### src/rtl/crs_pkg.sv
// ----------------------------------------------------------------------------
// crs_pkg
// Shared types and constants of the chunk retransmit scheduler.
// ----------------------------------------------------------------------------
package crs_pkg;

  localparam int CFG_IDX_W = 3;

  localparam logic [CFG_IDX_W-1:0] REG_MANUAL_ID    = 3'd0;
  localparam logic [CFG_IDX_W-1:0] REG_PAYLOAD_LEN  = 3'd1;
  localparam logic [CFG_IDX_W-1:0] REG_BASE_IVL     = 3'd2;
  localparam logic [CFG_IDX_W-1:0] REG_MAX_IVL      = 3'd3;
  localparam logic [CFG_IDX_W-1:0] REG_FATAL_TO     = 3'd4;

  localparam logic [15:0] BASE_IVL_RST  = 16'd100;
  localparam logic [15:0] MAX_IVL_RST   = 16'd1000;
  localparam logic [15:0] FATAL_TO_RST  = 16'd30;
  localparam logic [15:0] AUTO_ID_RST   = 16'd1;

  localparam logic [9:0]  LAST_MS       = 10'd999;
  localparam logic [15:0] IDLE_SAT      = 16'hFFFF;
  localparam logic [15:0] BACKOFF_SECS  = 16'd10;
  localparam logic [7:0]  ACK_FLAG_OK   = 8'd1;

  typedef enum logic [1:0] {
    MODE_START = 2'd0,
    MODE_ACK   = 2'd1,
    MODE_TICK  = 2'd2,
    MODE_STOP  = 2'd3
  } mode_t;

  typedef enum logic [1:0] {
    KIND_SEND      = 2'd0,
    KIND_DONE      = 2'd1,
    KIND_FATAL     = 2'd2,
    KIND_TOO_LARGE = 2'd3
  } kind_t;

  // controller -> datapath
  typedef struct packed {
    logic  start_id;
    logic  div_step;
    logic  div_done;
    logic  ack;
    logic  tick;
    logic  deactivate;
    logic  round_start;
    logic  walk_step;
    logic  load_out;
    kind_t out_kind;
  } crs_cmd_t;

  // datapath -> controller
  typedef struct packed {
    logic active;
    logic too_large;
    logic div_more;
    logic tick_fire;
    logic delivered;
    logic fatal;
    logic pend_bit;
    logic pend_last;
    logic out_free;
  } crs_sts_t;

endpackage

### src/rtl/crs_if.sv
// ----------------------------------------------------------------------------
// crs_if
// Valid/ready channels of the chunk retransmit scheduler.
// ----------------------------------------------------------------------------
interface crs_in_if import crs_pkg::*; ();
  logic        valid;
  logic        ready;
  logic [1:0]  mode;
  logic [15:0] ack_msg_id;
  logic [7:0]  ack_chunk_idx;
  logic [7:0]  ack_flags;

  modport source (output valid, mode, ack_msg_id, ack_chunk_idx, ack_flags,
                  input ready);
  modport sink   (input valid, mode, ack_msg_id, ack_chunk_idx, ack_flags,
                  output ready);
endinterface

interface crs_out_if import crs_pkg::*; ();
  logic        valid;
  logic        ready;
  logic [1:0]  kind;
  logic [15:0] msg_id;
  logic [4:0]  chunk_idx;
  logic [5:0]  chunk_total;
  logic [10:0] chunk_bytes;
  logic        last;

  modport source (output valid, kind, msg_id, chunk_idx, chunk_total,
                  chunk_bytes, last, input ready);
  modport sink   (input valid, kind, msg_id, chunk_idx, chunk_total,
                  chunk_bytes, last, output ready);
endinterface

interface crs_cfg_if import crs_pkg::*; ();
  logic                 valid;
  logic                 ready;
  logic [CFG_IDX_W-1:0] index;
  logic [15:0]          data;

  modport source (output valid, index, data, input ready);
  modport sink   (input valid, index, data, output ready);
endinterface

### src/rtl/crs_ctrl.sv
// ----------------------------------------------------------------------------
// crs_ctrl
// Sequencer: start, chunk count, round decision, chunk walk, single reports.
// ----------------------------------------------------------------------------
module crs_ctrl import crs_pkg::*; (
  input  logic     clk,
  input  logic     rst_n,
  input  logic     in_valid,
  input  mode_t    in_mode,
  output logic     in_ready,
  input  crs_sts_t sts,
  output crs_cmd_t cmd
);

  typedef enum logic [2:0] {
    S_IDLE,
    S_DIV,
    S_ROUND,
    S_WALK,
    S_REPORT
  } state_t;

  state_t state_r, state_nxt;
  kind_t  rep_kind_r, rep_kind_nxt;

  always_comb begin
    state_nxt    = state_r;
    rep_kind_nxt = rep_kind_r;
    cmd          = '0;
    cmd.out_kind = KIND_SEND;
    in_ready     = 1'b0;
    case (state_r)
      S_IDLE: begin
        in_ready = 1'b1;
        if (in_valid) begin
          case (in_mode)
            MODE_START: begin
              if (!sts.active) begin
                cmd.start_id = 1'b1;
                if (sts.too_large) begin
                  rep_kind_nxt = KIND_TOO_LARGE;
                  state_nxt    = S_REPORT;
                end else begin
                  state_nxt = S_DIV;
                end
              end
            end
            MODE_ACK: cmd.ack = 1'b1;
            MODE_TICK: begin
              if (sts.active) begin
                cmd.tick = 1'b1;
                if (sts.tick_fire) state_nxt = S_ROUND;
              end
            end
            MODE_STOP: cmd.deactivate = 1'b1;
            default: ;
          endcase
        end
      end
      S_DIV: begin
        if (sts.div_more) begin
          cmd.div_step = 1'b1;
        end else begin
          cmd.div_done = 1'b1;
          state_nxt    = S_ROUND;
        end
      end
      S_ROUND: begin
        if (sts.delivered) begin
          cmd.deactivate = 1'b1;
          rep_kind_nxt   = KIND_DONE;
          state_nxt      = S_REPORT;
        end else if (sts.fatal) begin
          cmd.deactivate = 1'b1;
          rep_kind_nxt   = KIND_FATAL;
          state_nxt      = S_REPORT;
        end else begin
          cmd.round_start = 1'b1;
          state_nxt       = S_WALK;
        end
      end
      S_WALK: begin
        if (sts.pend_bit) begin
          if (sts.out_free) begin
            cmd.load_out  = 1'b1;
            cmd.walk_step = 1'b1;
            if (sts.pend_last) state_nxt = S_IDLE;
          end
        end else begin
          cmd.walk_step = 1'b1;
        end
      end
      S_REPORT: begin
        if (sts.out_free) begin
          cmd.load_out = 1'b1;
          cmd.out_kind = rep_kind_r;
          state_nxt    = S_IDLE;
        end
      end
      default: state_nxt = S_IDLE;
    endcase
  end

  always_ff @(posedge clk) begin
    if (!rst_n) begin
      state_r    <= S_IDLE;
      rep_kind_r <= KIND_DONE;
    end else begin
      state_r    <= state_nxt;
      rep_kind_r <= rep_kind_nxt;
    end
  end

endmodule

### src/rtl/crs_dp.sv
// ----------------------------------------------------------------------------
// crs_dp
// Datapath: config registers, transfer state, timers, chunk walk, result reg.
// ----------------------------------------------------------------------------
module crs_dp import crs_pkg::*; #(
  parameter int MAX_CHUNK_COUNT = 32,
  parameter int CHUNK_BYTES     = 1024
) (
  input  logic                 clk,
  input  logic                 rst_n,
  input  crs_cmd_t             cmd,
  output crs_sts_t             sts,
  input  logic [15:0]          ack_id,
  input  logic [7:0]           ack_idx,
  input  logic [7:0]           ack_flags,
  input  logic                 cfg_we,
  input  logic [CFG_IDX_W-1:0] cfg_idx,
  input  logic [15:0]          cfg_data,
  input  logic                 out_ready,
  output logic                 out_valid,
  output kind_t                out_kind,
  output logic [15:0]          out_id,
  output logic [4:0]           out_idx,
  output logic [5:0]           out_total,
  output logic [10:0]          out_bytes,
  output logic                 out_last
);

  localparam int IDX_W = (MAX_CHUNK_COUNT > 1) ? $clog2(MAX_CHUNK_COUNT) : 1;
  localparam int CNT_W = $clog2(MAX_CHUNK_COUNT + 1);
  localparam logic [16:0] MAX_BYTES = 17'(MAX_CHUNK_COUNT * CHUNK_BYTES);
  localparam logic [15:0] CB16      = 16'(CHUNK_BYTES);
  localparam logic [10:0] CB11      = 11'(CHUNK_BYTES);

  logic [15:0] manual_id_r, payload_len_r, base_ivl_r, max_ivl_r, fatal_to_r;

  logic                       active_r;
  logic [15:0]                cur_id_r, next_auto_r;
  logic [CNT_W-1:0]           chunks_r, div_cnt_r;
  logic [15:0]                rem_r;
  logic [10:0]                last_bytes_r;
  logic [9:0]                 millis_r;
  logic [15:0]                idle_r, countdown_r;
  logic [MAX_CHUNK_COUNT-1:0] conf_r, pend_r;
  logic [IDX_W-1:0]           idx_r;

  logic                       out_valid_r, out_last_r;
  kind_t                      out_kind_r;
  logic [15:0]                out_id_r;
  logic [4:0]                 out_idx_r;
  logic [5:0]                 out_total_r;
  logic [10:0]                out_bytes_r;

  logic [MAX_CHUNK_COUNT-1:0] mask, idx_hot, ack_hot;
  logic                       ack_ok, is_tail;
  logic [19:0]                backoff;
  logic [15:0]                wait_ms;
  logic [IDX_W+4:0]           idx_ext;
  logic [CNT_W+5:0]           tot_ext;

  always_comb begin
    for (int j = 0; j < MAX_CHUNK_COUNT; j++) begin
      mask[j]    = (CNT_W'(j) < chunks_r);
      idx_hot[j] = (idx_r == IDX_W'(j));
      ack_hot[j] = (ack_idx == 8'(j));
    end
  end

  assign ack_ok = active_r && (ack_flags == ACK_FLAG_OK) && (ack_id == cur_id_r) &&
                  (ack_idx < 8'(chunks_r)) && ((conf_r & ack_hot) == '0);

  // base + 10 * idle seconds, capped
  assign backoff = 20'(base_ivl_r) + {1'b0, idle_r, 3'b000} + {3'b000, idle_r, 1'b0};
  always_comb begin
    wait_ms = base_ivl_r;
    if (idle_r >= BACKOFF_SECS)
      wait_ms = (backoff < 20'(max_ivl_r)) ? backoff[15:0] : max_ivl_r;
  end

  assign is_tail = !((CNT_W'(idx_r) + CNT_W'(1)) < chunks_r);
  assign idx_ext = {5'b0, idx_r};
  assign tot_ext = {6'b0, chunks_r};

  assign sts.active    = active_r;
  assign sts.too_large = ({1'b0, payload_len_r} > MAX_BYTES);
  assign sts.div_more  = (rem_r > CB16);
  assign sts.tick_fire = (countdown_r <= 16'd1);
  assign sts.delivered = ((conf_r & mask) == mask);
  assign sts.fatal     = (idle_r >= fatal_to_r);
  assign sts.pend_bit  = pend_r[idx_r];
  assign sts.pend_last = ((pend_r & ~idx_hot) == '0);
  assign sts.out_free  = !out_valid_r || out_ready;

  always_ff @(posedge clk) begin
    if (!rst_n) begin
      manual_id_r   <= '0;
      payload_len_r <= '0;
      base_ivl_r    <= BASE_IVL_RST;
      max_ivl_r     <= MAX_IVL_RST;
      fatal_to_r    <= FATAL_TO_RST;
    end else if (cfg_we) begin
      case (cfg_idx)
        REG_MANUAL_ID:   manual_id_r   <= cfg_data;
        REG_PAYLOAD_LEN: payload_len_r <= cfg_data;
        REG_BASE_IVL:    base_ivl_r    <= cfg_data;
        REG_MAX_IVL:     max_ivl_r     <= cfg_data;
        REG_FATAL_TO:    fatal_to_r    <= cfg_data;
        default: ;
      endcase
    end
  end

  always_ff @(posedge clk) begin
    if (!rst_n) begin
      active_r     <= 1'b0;
      cur_id_r     <= '0;
      next_auto_r  <= AUTO_ID_RST;
      chunks_r     <= '0;
      div_cnt_r    <= '0;
      rem_r        <= '0;
      last_bytes_r <= '0;
      millis_r     <= '0;
      idle_r       <= '0;
      countdown_r  <= '0;
      conf_r       <= '0;
      pend_r       <= '0;
      idx_r        <= '0;
    end else begin
      if (cmd.start_id) begin
        if (manual_id_r != 16'd0) begin
          cur_id_r <= manual_id_r;
        end else begin
          cur_id_r    <= next_auto_r;
          next_auto_r <= next_auto_r + 16'd1;
        end
        rem_r     <= payload_len_r;
        div_cnt_r <= '0;
      end
      if (cmd.div_step) begin
        rem_r     <= rem_r - CB16;
        div_cnt_r <= div_cnt_r + CNT_W'(1);
      end
      if (cmd.div_done) begin
        chunks_r     <= div_cnt_r + CNT_W'(1);
        last_bytes_r <= rem_r[10:0];
        conf_r       <= '0;
        millis_r     <= '0;
        idle_r       <= '0;
        active_r     <= 1'b1;
      end
      if (cmd.ack && ack_ok) begin
        conf_r   <= conf_r | ack_hot;
        idle_r   <= '0;
        millis_r <= '0;
      end
      if (cmd.tick) begin
        if (millis_r == LAST_MS) begin
          millis_r <= '0;
          if (idle_r != IDLE_SAT) idle_r <= idle_r + 16'd1;
        end else begin
          millis_r <= millis_r + 10'd1;
        end
        countdown_r <= sts.tick_fire ? 16'd0 : countdown_r - 16'd1;
      end
      if (cmd.deactivate) active_r <= 1'b0;
      if (cmd.round_start) begin
        countdown_r <= wait_ms;
        pend_r      <= ~conf_r & mask;
        idx_r       <= '0;
      end
      if (cmd.walk_step) begin
        pend_r <= pend_r & ~idx_hot;
        idx_r  <= idx_r + IDX_W'(1);
      end
    end
  end

  always_ff @(posedge clk) begin
    if (!rst_n) begin
      out_valid_r <= 1'b0;
    end else if (cmd.load_out) begin
      out_valid_r <= 1'b1;
    end else if (out_ready) begin
      out_valid_r <= 1'b0;
    end
  end

  always_ff @(posedge clk) begin
    if (cmd.load_out) begin
      out_kind_r <= cmd.out_kind;
      out_id_r   <= cur_id_r;
      if (cmd.out_kind == KIND_SEND) begin
        out_idx_r   <= idx_ext[4:0];
        out_total_r <= tot_ext[5:0];
        out_bytes_r <= is_tail ? last_bytes_r : CB11;
        out_last_r  <= sts.pend_last;
      end else begin
        out_idx_r   <= '0;
        out_total_r <= (cmd.out_kind == KIND_TOO_LARGE) ? 6'd0 : tot_ext[5:0];
        out_bytes_r <= '0;
        out_last_r  <= 1'b1;
      end
    end
  end

  assign out_valid = out_valid_r;
  assign out_kind  = out_kind_r;
  assign out_id    = out_id_r;
  assign out_idx   = out_idx_r;
  assign out_total = out_total_r;
  assign out_bytes = out_bytes_r;
  assign out_last  = out_last_r;

endmodule

### src/rtl/chunk_retransmit_scheduler_unit.sv
// Flow: ack, stop and idle ticks are taken in the idle state. A start counts
// chunks (N) in the divide state, then decides in the round state, then walks
// chunk indices up to the last unconfirmed one, one result per cycle at most,
// stalling while the result is not taken. A tick that opens a round starts
// there. The chunk walk over the confirmed bitmap sets the throughput (N <= 32).
// Reset (synchronous, active low) sets power-on values; result data is not reset.
// ----------------------------------------------------------------------------
// chunk_retransmit_scheduler_unit
// Selective-repeat sender: chunking, ack bitmap, round timer with backoff.
// ----------------------------------------------------------------------------
module chunk_retransmit_scheduler_unit import crs_pkg::*; #(
  parameter int MAX_CHUNK_COUNT = 32,
  parameter int CHUNK_BYTES     = 1024
) (
  input  logic        clk,
  input  logic        rst_n,
  crs_in_if.sink      in_chan,
  crs_out_if.source   out_chan,
  crs_cfg_if.sink     cfg_chan
);

  crs_cmd_t cmd;
  crs_sts_t sts;
  logic     in_ready;
  kind_t    out_kind;

  assign in_chan.ready  = in_ready;
  assign cfg_chan.ready = 1'b1;

  crs_ctrl u_ctrl (
    .clk      (clk),
    .rst_n    (rst_n),
    .in_valid (in_chan.valid),
    .in_mode  (mode_t'(in_chan.mode)),
    .in_ready (in_ready),
    .sts      (sts),
    .cmd      (cmd)
  );

  crs_dp #(
    .MAX_CHUNK_COUNT (MAX_CHUNK_COUNT),
    .CHUNK_BYTES     (CHUNK_BYTES)
  ) u_dp (
    .clk       (clk),
    .rst_n     (rst_n),
    .cmd       (cmd),
    .sts       (sts),
    .ack_id    (in_chan.ack_msg_id),
    .ack_idx   (in_chan.ack_chunk_idx),
    .ack_flags (in_chan.ack_flags),
    .cfg_we    (cfg_chan.valid),
    .cfg_idx   (cfg_chan.index),
    .cfg_data  (cfg_chan.data),
    .out_ready (out_chan.ready),
    .out_valid (out_chan.valid),
    .out_kind  (out_kind),
    .out_id    (out_chan.msg_id),
    .out_idx   (out_chan.chunk_idx),
    .out_total (out_chan.chunk_total),
    .out_bytes (out_chan.chunk_bytes),
    .out_last  (out_chan.last)
  );

  assign out_chan.kind = out_kind;

  // never overwrite a result that has not been transferred
  a_load_free: assert property (@(posedge clk) disable iff (!rst_n)
    cmd.load_out |-> sts.out_free)
    else $error("result register overwritten");

  a_stop_clears: assert property (@(posedge clk) disable iff (!rst_n)
    in_chan.valid && in_chan.ready && (in_chan.mode == MODE_STOP) |=> !sts.active)
    else $error("transfer still active after stop");

  a_idle_tick: assert property (@(posedge clk) disable iff (!rst_n)
    in_chan.valid && in_chan.ready && (in_chan.mode == MODE_TICK) && !sts.active
    |=> in_chan.ready)
    else $error("tick while inactive left the sequencer busy");

endmodule
### src/flat_wrapper.sv
// flat-port wrapper written by rule: the top's interface ports become plain ports
module chunk_retransmit_scheduler_unit_flat import crs_pkg::*;
#(
  parameter int MAX_CHUNK_COUNT = 32,
  parameter int CHUNK_BYTES     = 1024
)
  (clk, rst_n, in_chan_valid, in_chan_mode, in_chan_ack_msg_id, in_chan_ack_chunk_idx, in_chan_ack_flags, in_chan_ready, out_chan_valid, out_chan_kind, out_chan_msg_id, out_chan_chunk_idx, out_chan_chunk_total, out_chan_chunk_bytes, out_chan_last, out_chan_ready, cfg_chan_valid, cfg_chan_index, cfg_chan_data, cfg_chan_ready);
  crs_in_if in_chan_i ();
  crs_out_if out_chan_i ();
  crs_cfg_if cfg_chan_i ();
  input  logic clk;
  input  logic rst_n;
  input wire logic [$bits(in_chan_i.valid)-1:0] in_chan_valid;
  input wire logic [$bits(in_chan_i.mode)-1:0] in_chan_mode;
  input wire logic [$bits(in_chan_i.ack_msg_id)-1:0] in_chan_ack_msg_id;
  input wire logic [$bits(in_chan_i.ack_chunk_idx)-1:0] in_chan_ack_chunk_idx;
  input wire logic [$bits(in_chan_i.ack_flags)-1:0] in_chan_ack_flags;
  output wire logic [$bits(in_chan_i.ready)-1:0] in_chan_ready;
  output wire logic [$bits(out_chan_i.valid)-1:0] out_chan_valid;
  output wire logic [$bits(out_chan_i.kind)-1:0] out_chan_kind;
  output wire logic [$bits(out_chan_i.msg_id)-1:0] out_chan_msg_id;
  output wire logic [$bits(out_chan_i.chunk_idx)-1:0] out_chan_chunk_idx;
  output wire logic [$bits(out_chan_i.chunk_total)-1:0] out_chan_chunk_total;
  output wire logic [$bits(out_chan_i.chunk_bytes)-1:0] out_chan_chunk_bytes;
  output wire logic [$bits(out_chan_i.last)-1:0] out_chan_last;
  input wire logic [$bits(out_chan_i.ready)-1:0] out_chan_ready;
  input wire logic [$bits(cfg_chan_i.valid)-1:0] cfg_chan_valid;
  input wire logic [$bits(cfg_chan_i.index)-1:0] cfg_chan_index;
  input wire logic [$bits(cfg_chan_i.data)-1:0] cfg_chan_data;
  output wire logic [$bits(cfg_chan_i.ready)-1:0] cfg_chan_ready;
  assign in_chan_i.valid = in_chan_valid;
  assign in_chan_i.mode = in_chan_mode;
  assign in_chan_i.ack_msg_id = in_chan_ack_msg_id;
  assign in_chan_i.ack_chunk_idx = in_chan_ack_chunk_idx;
  assign in_chan_i.ack_flags = in_chan_ack_flags;
  assign in_chan_ready = in_chan_i.ready;
  assign out_chan_valid = out_chan_i.valid;
  assign out_chan_kind = out_chan_i.kind;
  assign out_chan_msg_id = out_chan_i.msg_id;
  assign out_chan_chunk_idx = out_chan_i.chunk_idx;
  assign out_chan_chunk_total = out_chan_i.chunk_total;
  assign out_chan_chunk_bytes = out_chan_i.chunk_bytes;
  assign out_chan_last = out_chan_i.last;
  assign out_chan_i.ready = out_chan_ready;
  assign cfg_chan_i.valid = cfg_chan_valid;
  assign cfg_chan_i.index = cfg_chan_index;
  assign cfg_chan_i.data = cfg_chan_data;
  assign cfg_chan_ready = cfg_chan_i.ready;
  chunk_retransmit_scheduler_unit #(.MAX_CHUNK_COUNT(MAX_CHUNK_COUNT), .CHUNK_BYTES(CHUNK_BYTES)) u_core (.clk(clk), .rst_n(rst_n), .in_chan(in_chan_i), .out_chan(out_chan_i), .cfg_chan(cfg_chan_i));
endmodule
### config.mk
export PLATFORM = sky130hd
export DESIGN_NAME = chunk_retransmit_scheduler_unit_flat
export DESIGN_NICKNAME = d
export VERILOG_FILES = /design/src/rtl/crs_pkg.sv /design/src/rtl/crs_if.sv /design/src/rtl/crs_ctrl.sv /design/src/rtl/crs_dp.sv /design/src/rtl/chunk_retransmit_scheduler_unit.sv /design/src/flat_wrapper.sv
export SDC_FILE = /design/constraint.sdc
export NUM_CORES = 1
export LEC_CHECK = 0
export BUFFER_PORTS_ARGS = -buffer_cell sky130_fd_sc_hd__buf_4
export CORE_MARGIN = 1
export CORE_UTILIZATION = 45
export CTS_CLUSTER_SIZE = 14
export DETAILED_ROUTE_END_ITERATION = 10
export PLACE_DENSITY_LB_ADDON = 0.12
export SLEW_MARGIN = 20
export SYNTH_ARGS = -nofsm -noshare
export SYNTH_HDL_FRONTEND = slang
export SYNTH_SLANG_ARGS = --single-unit
### constraint.sdc
create_clock -name clk -period 4.9 [get_ports clk]
set_clock_uncertainty 0.2 [all_clocks]
set_input_delay 0.735 -clock clk [delete_from_list [all_inputs] [get_ports clk]]
set_output_delay 0.735 -clock clk [all_outputs]
set_load 0.05 [all_outputs]
Word level (Yosys, flattened, before mapping). Index checks and enable logic that the tools add are counted.

Register bits after elaboration: 310. Input bits: 58. Output and inout port bits: 44. Word-level logic and storage cells: 295.

Add/sub/neg operators: 10. Magnitude comparators: 41. Equality and inequality tests: 93. Multiplexer cells: 80. Bitwise gates (word level): 10. Reductions and logical operators: 33.

Operator list (number): 16-bit two-way mux (13); 32-bit AND (4); 8-bit by 5-bit == test with 1-bit output (second input constant) (16); 32-bit two-way mux (4); 5-bit by 6-bit < comparator with 1-bit output (first input constant) (16); 5-bit == test (second input constant) (16); 8-bit by 4-bit == test with 1-bit output (second input constant) (8); 32-bit zero test (2); 32-bit NOT (2); 4-bit by 6-bit < comparator with 1-bit output (first input constant) (8); 3-bit two-way mux (14); 5-bit by 4-bit == test with 1-bit output (second input constant) (8); 10-bit two-way mux (4); 16-bit by 1-bit adder with 16-bit output (second input constant) (2); 32-bit == test (1); 8-bit by 3-bit == test with 1-bit output (second input constant) (4); 32-bit OR (1); 3-bit by 6-bit < comparator with 1-bit output (first input constant) (4); 6-bit two-way mux (4); 1-bit two-way mux (22); 16-bit by 19-bit adder with 20-bit output (1); 20-bit by 17-bit adder with 20-bit output (1); 5-bit by 3-bit == test with 1-bit output (second input constant) (4); 20-bit by 16-bit < comparator with 1-bit output (1); other kinds (55) (107).

Depth between registers and ports, before layout.
Depth after elaboration: 10. Gate-level depth with buffers: 20. Mapped depth without buffers: 18.

Hierarchy. From an unflattened synthesis, not the netlist that was laid out.

Cells, all modules: 2021. Area, all modules: 16778.6 um2.

By module, submodules not included: crs_dp (times used 1, cells each 1959, area each 16318.2 um2, sequential area each 6516.2 um2); crs_ctrl (times used 1, cells each 60, area each 449.2 um2, sequential area each 100.1 um2); chunk_retransmit_scheduler_unit (times used 1, cells each 2, area each 11.3 um2, sequential area each 0.0 um2).

Worst setup path before layout. Ideal clock, no wire load.

Kind: register to register. From: register u_core.u_dp.idle_r[2]. To: register u_core.u_dp.countdown_r[5]. Setup time: 120 ps. Data arrival time: 4360 ps. Data required time: 4580 ps. Slack: 221 ps. Cell stages (with the launch flop): 19. Buffers on the path: 1. Clock period less this slack: 4679 ps. Path through: dfxtp_1 inv_1 fa_1 inv_1 fa_1 a21o_1 a221oi_2 o22a_1 a21oi_1 xor2_1 ha_1 nor2b_1 o21ai_0 o2111ai_1 or3_1 a211o_1 buf_2 mux2_1 a211o_1.

Word-level cells in the longest chain between the ends: 6. Elaborated cells between the ends (all ways): 12. Those cells by class: add/sub: 2; order compare: 3; mux: 6; reduce/logical: 1.

Ends and longest elaborated chain: from (decl) (RTL line crs_dp.sv:43) `logic [15:0] idle_r, countdown_r;`; from (signal assigned) (RTL line crs_dp.sv:159) `if (idle_r != IDLE_SAT) idle_r <= idle_r + 16'd1;`; 16-bit by 19-bit adder with 20-bit output (RTL line crs_dp.sv:73) `assign backoff = 20'(base_ivl_r) + {1'b0, idle_r, 3'b000} + {3'b000, idle_r, 1'b0};`; 20-bit by 17-bit adder with 20-bit output (RTL line crs_dp.sv:73); 20-bit by 16-bit < comparator with 1-bit output (RTL line crs_dp.sv:77) `wait_ms = (backoff < 20'(max_ivl_r)) ? backoff[15:0] : max_ivl_r;`; 16-bit two-way mux (RTL line crs_dp.sv:77); 16-bit two-way mux (RTL line crs_dp.sv:76) `if (idle_r >= BACKOFF_SECS)`; 16-bit two-way mux (RTL line crs_dp.sv:166) `if (cmd.round_start) begin`; to (signal assigned) (RTL line crs_dp.sv:163) `countdown_r <= sts.tick_fire ? 16'd0 : countdown_r - 16'd1;`; to (signal assigned) (RTL line crs_dp.sv:167) `countdown_r <= wait_ms;`; to (decl) (RTL line crs_dp.sv:43).

Several ways; a longest one is shown, not always the timed one. A chain may end at the register's enable or synchronous reset.

Worst setup path in the final report.
From: register u_core.u_dp.idle_r[5]. To: register u_core.u_dp.countdown_r[5].

Same word-level chain as after synthesis.

==> run summary <==
status - complete, no violations
core footprint - 37580 µm²
Crit path buffers/inverters - 0
GRT overflow - 0
RePlAce Congestion - 0.9518
CTS H-tree depth - 2
initial antenna violation count - 0
Worst-Skew Late Latency - 570 ps
GR Util met1 - 36.69%
final setup vio count - 0
EDFF count, synth - 41
Synth area leader - dfxtp_1
final net count - 2258
Post-CTS Hold Fix Bufs - 0
WL/cell - 20.33 µm
Crit. Startpoint - u_core.u_dp.idle_r[5]
Layout area overhead - 14.68%
Compound-Gate Fraction of Synth Area - 21.55%
first-pass GRT wire length - 83410 µm
total CTS buffers - 35
crit path kind - register to register
YS warnings - 0
initial DRC count - 1313
main area contributors after synthesis - dfxtp_1, nand2_1, edfxtp_1, a21oi_1, ha_1
syn nets - 2188
vias in the first global route - 14570
largest family of logic cells by synthesized area - simple AND/OR/NAND/NOR gates
Die Wd - 197.0 µm
busiest layer in global routing - met2
fin crit period - 4735 ps
most used cell, CP - ha_1
Worst path slowest cell - fa_1
WP data arrival - 4990 ps
Async S/R FF share, synth - 0%
Post-route DRC - 0
hold path startpoint - u_core.u_dp.last_bytes_r[8]
Ports - 102
Initial Util - 45.55%
maximum buffer depth of the clock tree - 3
Synth Area in Adders - 7.295%
Most used DFF post-synth - dfxtp_1
Rows - 71
CP top delay family - compound AO/OA/AOI/OAI gates
post-synthesis mux area share - 2.763%
drt pass-1 iters - 5
worst stage delay on the critical path - 460 ps
total power - 8050 µW
cell with the most instances after synthesis - nand2_1
crit-path max FO - 5
CP endpoint kind - register
clk sinks - 310
Mapped Cells - 2041
All-Layer GR Usage - 27.56%
via count - 15670
placed cell area - 18370 µm²
CTS root buffer - clkbuf_16
Pwr Density - 410.1 nW/µm²
final instance area - 19630 µm²
Hold Path Class - register to register
Core Util, Final - 52.24%
post-synthesis sequential area ratio - 38.65%
FF-to-FF Start - u_core.u_dp.idle_r[5]
period utilisation layout - 96.64%
Fmax - 211.2 MHz
I/O Buffers - 100
CP Launch Type - register
Final ANT Viol Nets - 0
Worst slew margin - 26.52%
Post-synth top cells - nand2_1, dfxtp_1, a21oi_1
Final Hold Fails - 0
max cap viols - 0
synthesized area - 17120 µm²
Post-Synth Simple-Gate Area - 22.40%
vias per inst - 5.916
post-synthesis cell type count - 98
n_diodes - 0
Clk pin slew, worst setup/hold paths - 60 ps
CTS tree - yes
critical path, cell by cell - fa_1, ha_1, a21o_1, a221oi_4, o22a_1, a21oi_2, xor2_1, ha_1, nor2b_1, o21ai_1, o2111ai_1, or3_1, a211o_4, mux2_4, a211o_1
Static Leak - 0.007340 µW
largest net degree at the start of global routing - 100
top cell type's share of synthesized area - 31.46%
share of layout cells above drive strength 1 - 12.92%
Max Slew Vio Count - 0
hpwl dp - 39370 µm
CP required - 5150 ps
Seq cells post-synth - 310
grt met2 use - 45.49%
met3 track demand over resource - 3.022%
die height - 197.0 µm
slew of the pin with the lowest slew margin - 1100 ps
Post-Route WL - 53830 µm
syn avg cell area - 8.387 µm²
die footprint - 38820 µm²
Synth Area in XOR/XNOR - 2.712%
VDD IR max - 0.2179 mV
worst register-to-register path, stage by stage (launching register included):
cell	delay [ps]
dfxtp_1	450
fa_1	460
ha_1	370
a21o_1	240
a221oi_4	340
o22a_1	240
a21oi_2	90
xor2_1	180
ha_1	310
nor2b_1	140
o21ai_1	130
o2111ai_1	140
or3_1	410
a211o_4	360
mux2_4	300
a211o_1	280
state kept, by name, indices dropped and copies added (netlist names), 6 cells and up:
name / flops
u_core.u_dp.idle_r: 16
u_core.u_dp.fatal_to_r: 16
u_core.u_dp.next_auto_r: 16
u_core.u_dp.millis_r: 10
u_core.u_dp.out_bytes: 11
u_core.u_dp.out_id: 16
u_core.u_dp.conf_r: 32
u_core.u_dp.chunks_r: 6
u_core.u_dp.out_total: 6
u_core.u_dp.last_bytes_r: 11
u_core.u_dp.cur_id_r: 16
u_core.u_dp.rem_r: 16
u_core.u_dp.payload_len_r: 16
u_core.u_dp.countdown_r: 16
u_core.u_dp.max_ivl_r: 16
u_core.u_dp.manual_id_r: 16
u_core.u_dp.pend_r: 32
u_core.u_dp.div_cnt_r: 6
u_core.u_dp.base_ivl_r: 16
layer usage:
metal | vias to the layer above | share of wire (%) | wire (µm)
met3 | 98 | 6.0 | 3206
met2 | 561 | 47 | 25390
li1 | 7527 | - | -
met1 | 7480 | 43 | 23250
met5 | - | 0 | 0
met4 | 0 | 3.7 | 1976
what timing repair did:
action,4_1_cts,5_1_grt
endpoints found under the hold margin,0,0
buffers inserted,0,3
resized for setup,0,15
setup endpoints to repair,0,16
logic make-up (layout without fill, tap and decap cells):
kind of cell | after synthesis | in the layout
multiplexers | 33 | 33
AO/OA/AOI/OAI | 551 | 551
flip-flops | 310 | 310
adder cells (fa/ha/maj) | 92 | 92
AND/OR/NAND/NOR | 809 | 809
buffers and inverters | 192 | 288
other | 1 | 1
XOR/XNOR | 53 | 53
stage by stage:
stage / setup WS, ps / TNS, ps / hold slack, ps / cells
6_report: 164.8 / 0 / 254.5 / 2648
5_1_grt: -58.09 / -129.2 / 266.1 / 2648
4_1_cts: 61.87 / 0 / 235.8 / 2645
3_5_place_dp: 98.26 / 0 / 249.1 / 2582
3_3_place_gp: 178.1 / 0 / 242.8 / 2582
2_1_floorplan: 220.7 / 0 / 230.8 / 2041
final cells by class:
| type | count | area, µm² |
|---|---|---|
| clock buffers | 46 | 958.4 |
| clock inverters | 17 | 222.7 |
| fillers | 3620 | 17950 |
| inverters | 77 | 295.3 |
| multi-input cells | 1539 | 9782 |
| flip-flops and latches | 310 | 6619 |
| well taps | 511 | 639.4 |
| repair buffers | 148 | 1115 |
worst paths after layout:
| kind | end | slack, ps | depth (start not counted) |
|---|---|---|---|
| setup / recovery | u_core.u_dp.countdown_r[5] | 160 | 15 |
| hold / removal | u_core.u_dp.last_bytes_r[8] | 250 | 2 |
| setup reg to reg | u_core.u_dp.countdown_r[5] | 160 | 15 |
| hold reg to reg | u_core.u_dp.last_bytes_r[8] | 250 | 2 |
power by group:
group	total [µW]	internal, µW	switching [µW]
Combinational	2330	784	1540
Clock	2720	1610	1110
Sequential	3010	2760	242
Total	8050	5160	2900
placed cells by master (no fill, tap or decap), types with 23 or more instances in the layout:
| master | synthesis | layout |
|---|---|---|
| ha_1 | 75 | 75 |
| or3_1 | 24 | 24 |
| xor2_1 | 30 | 29 |
| inv_1 | 75 | 74 |
| o211ai_1 | 26 | 26 |
| nor4_1 | 25 | 24 |
| nand4_1 | 24 | 24 |
| clkbuf_16 | 0 | 35 |
| a211oi_1 | 24 | 23 |
| dfxtp_1 | 269 | 267 |
| a32o_1 | 23 | 23 |
| nand2_1 | 330 | 330 |
| o21ai_0 | 62 | 60 |
| and2_1 | 23 | 23 |
| a21oi_1 | 200 | 197 |
| buf_4 | 5 | 147 |
| edfxtp_1 | 41 | 41 |
| nand3_1 | 75 | 75 |
| xnor2_1 | 23 | 23 |
| nor2_1 | 156 | 155 |
| nor3_1 | 48 | 48 |
| a31oi_1 | 35 | 35 |
Power figures use the tool's default switching activity.
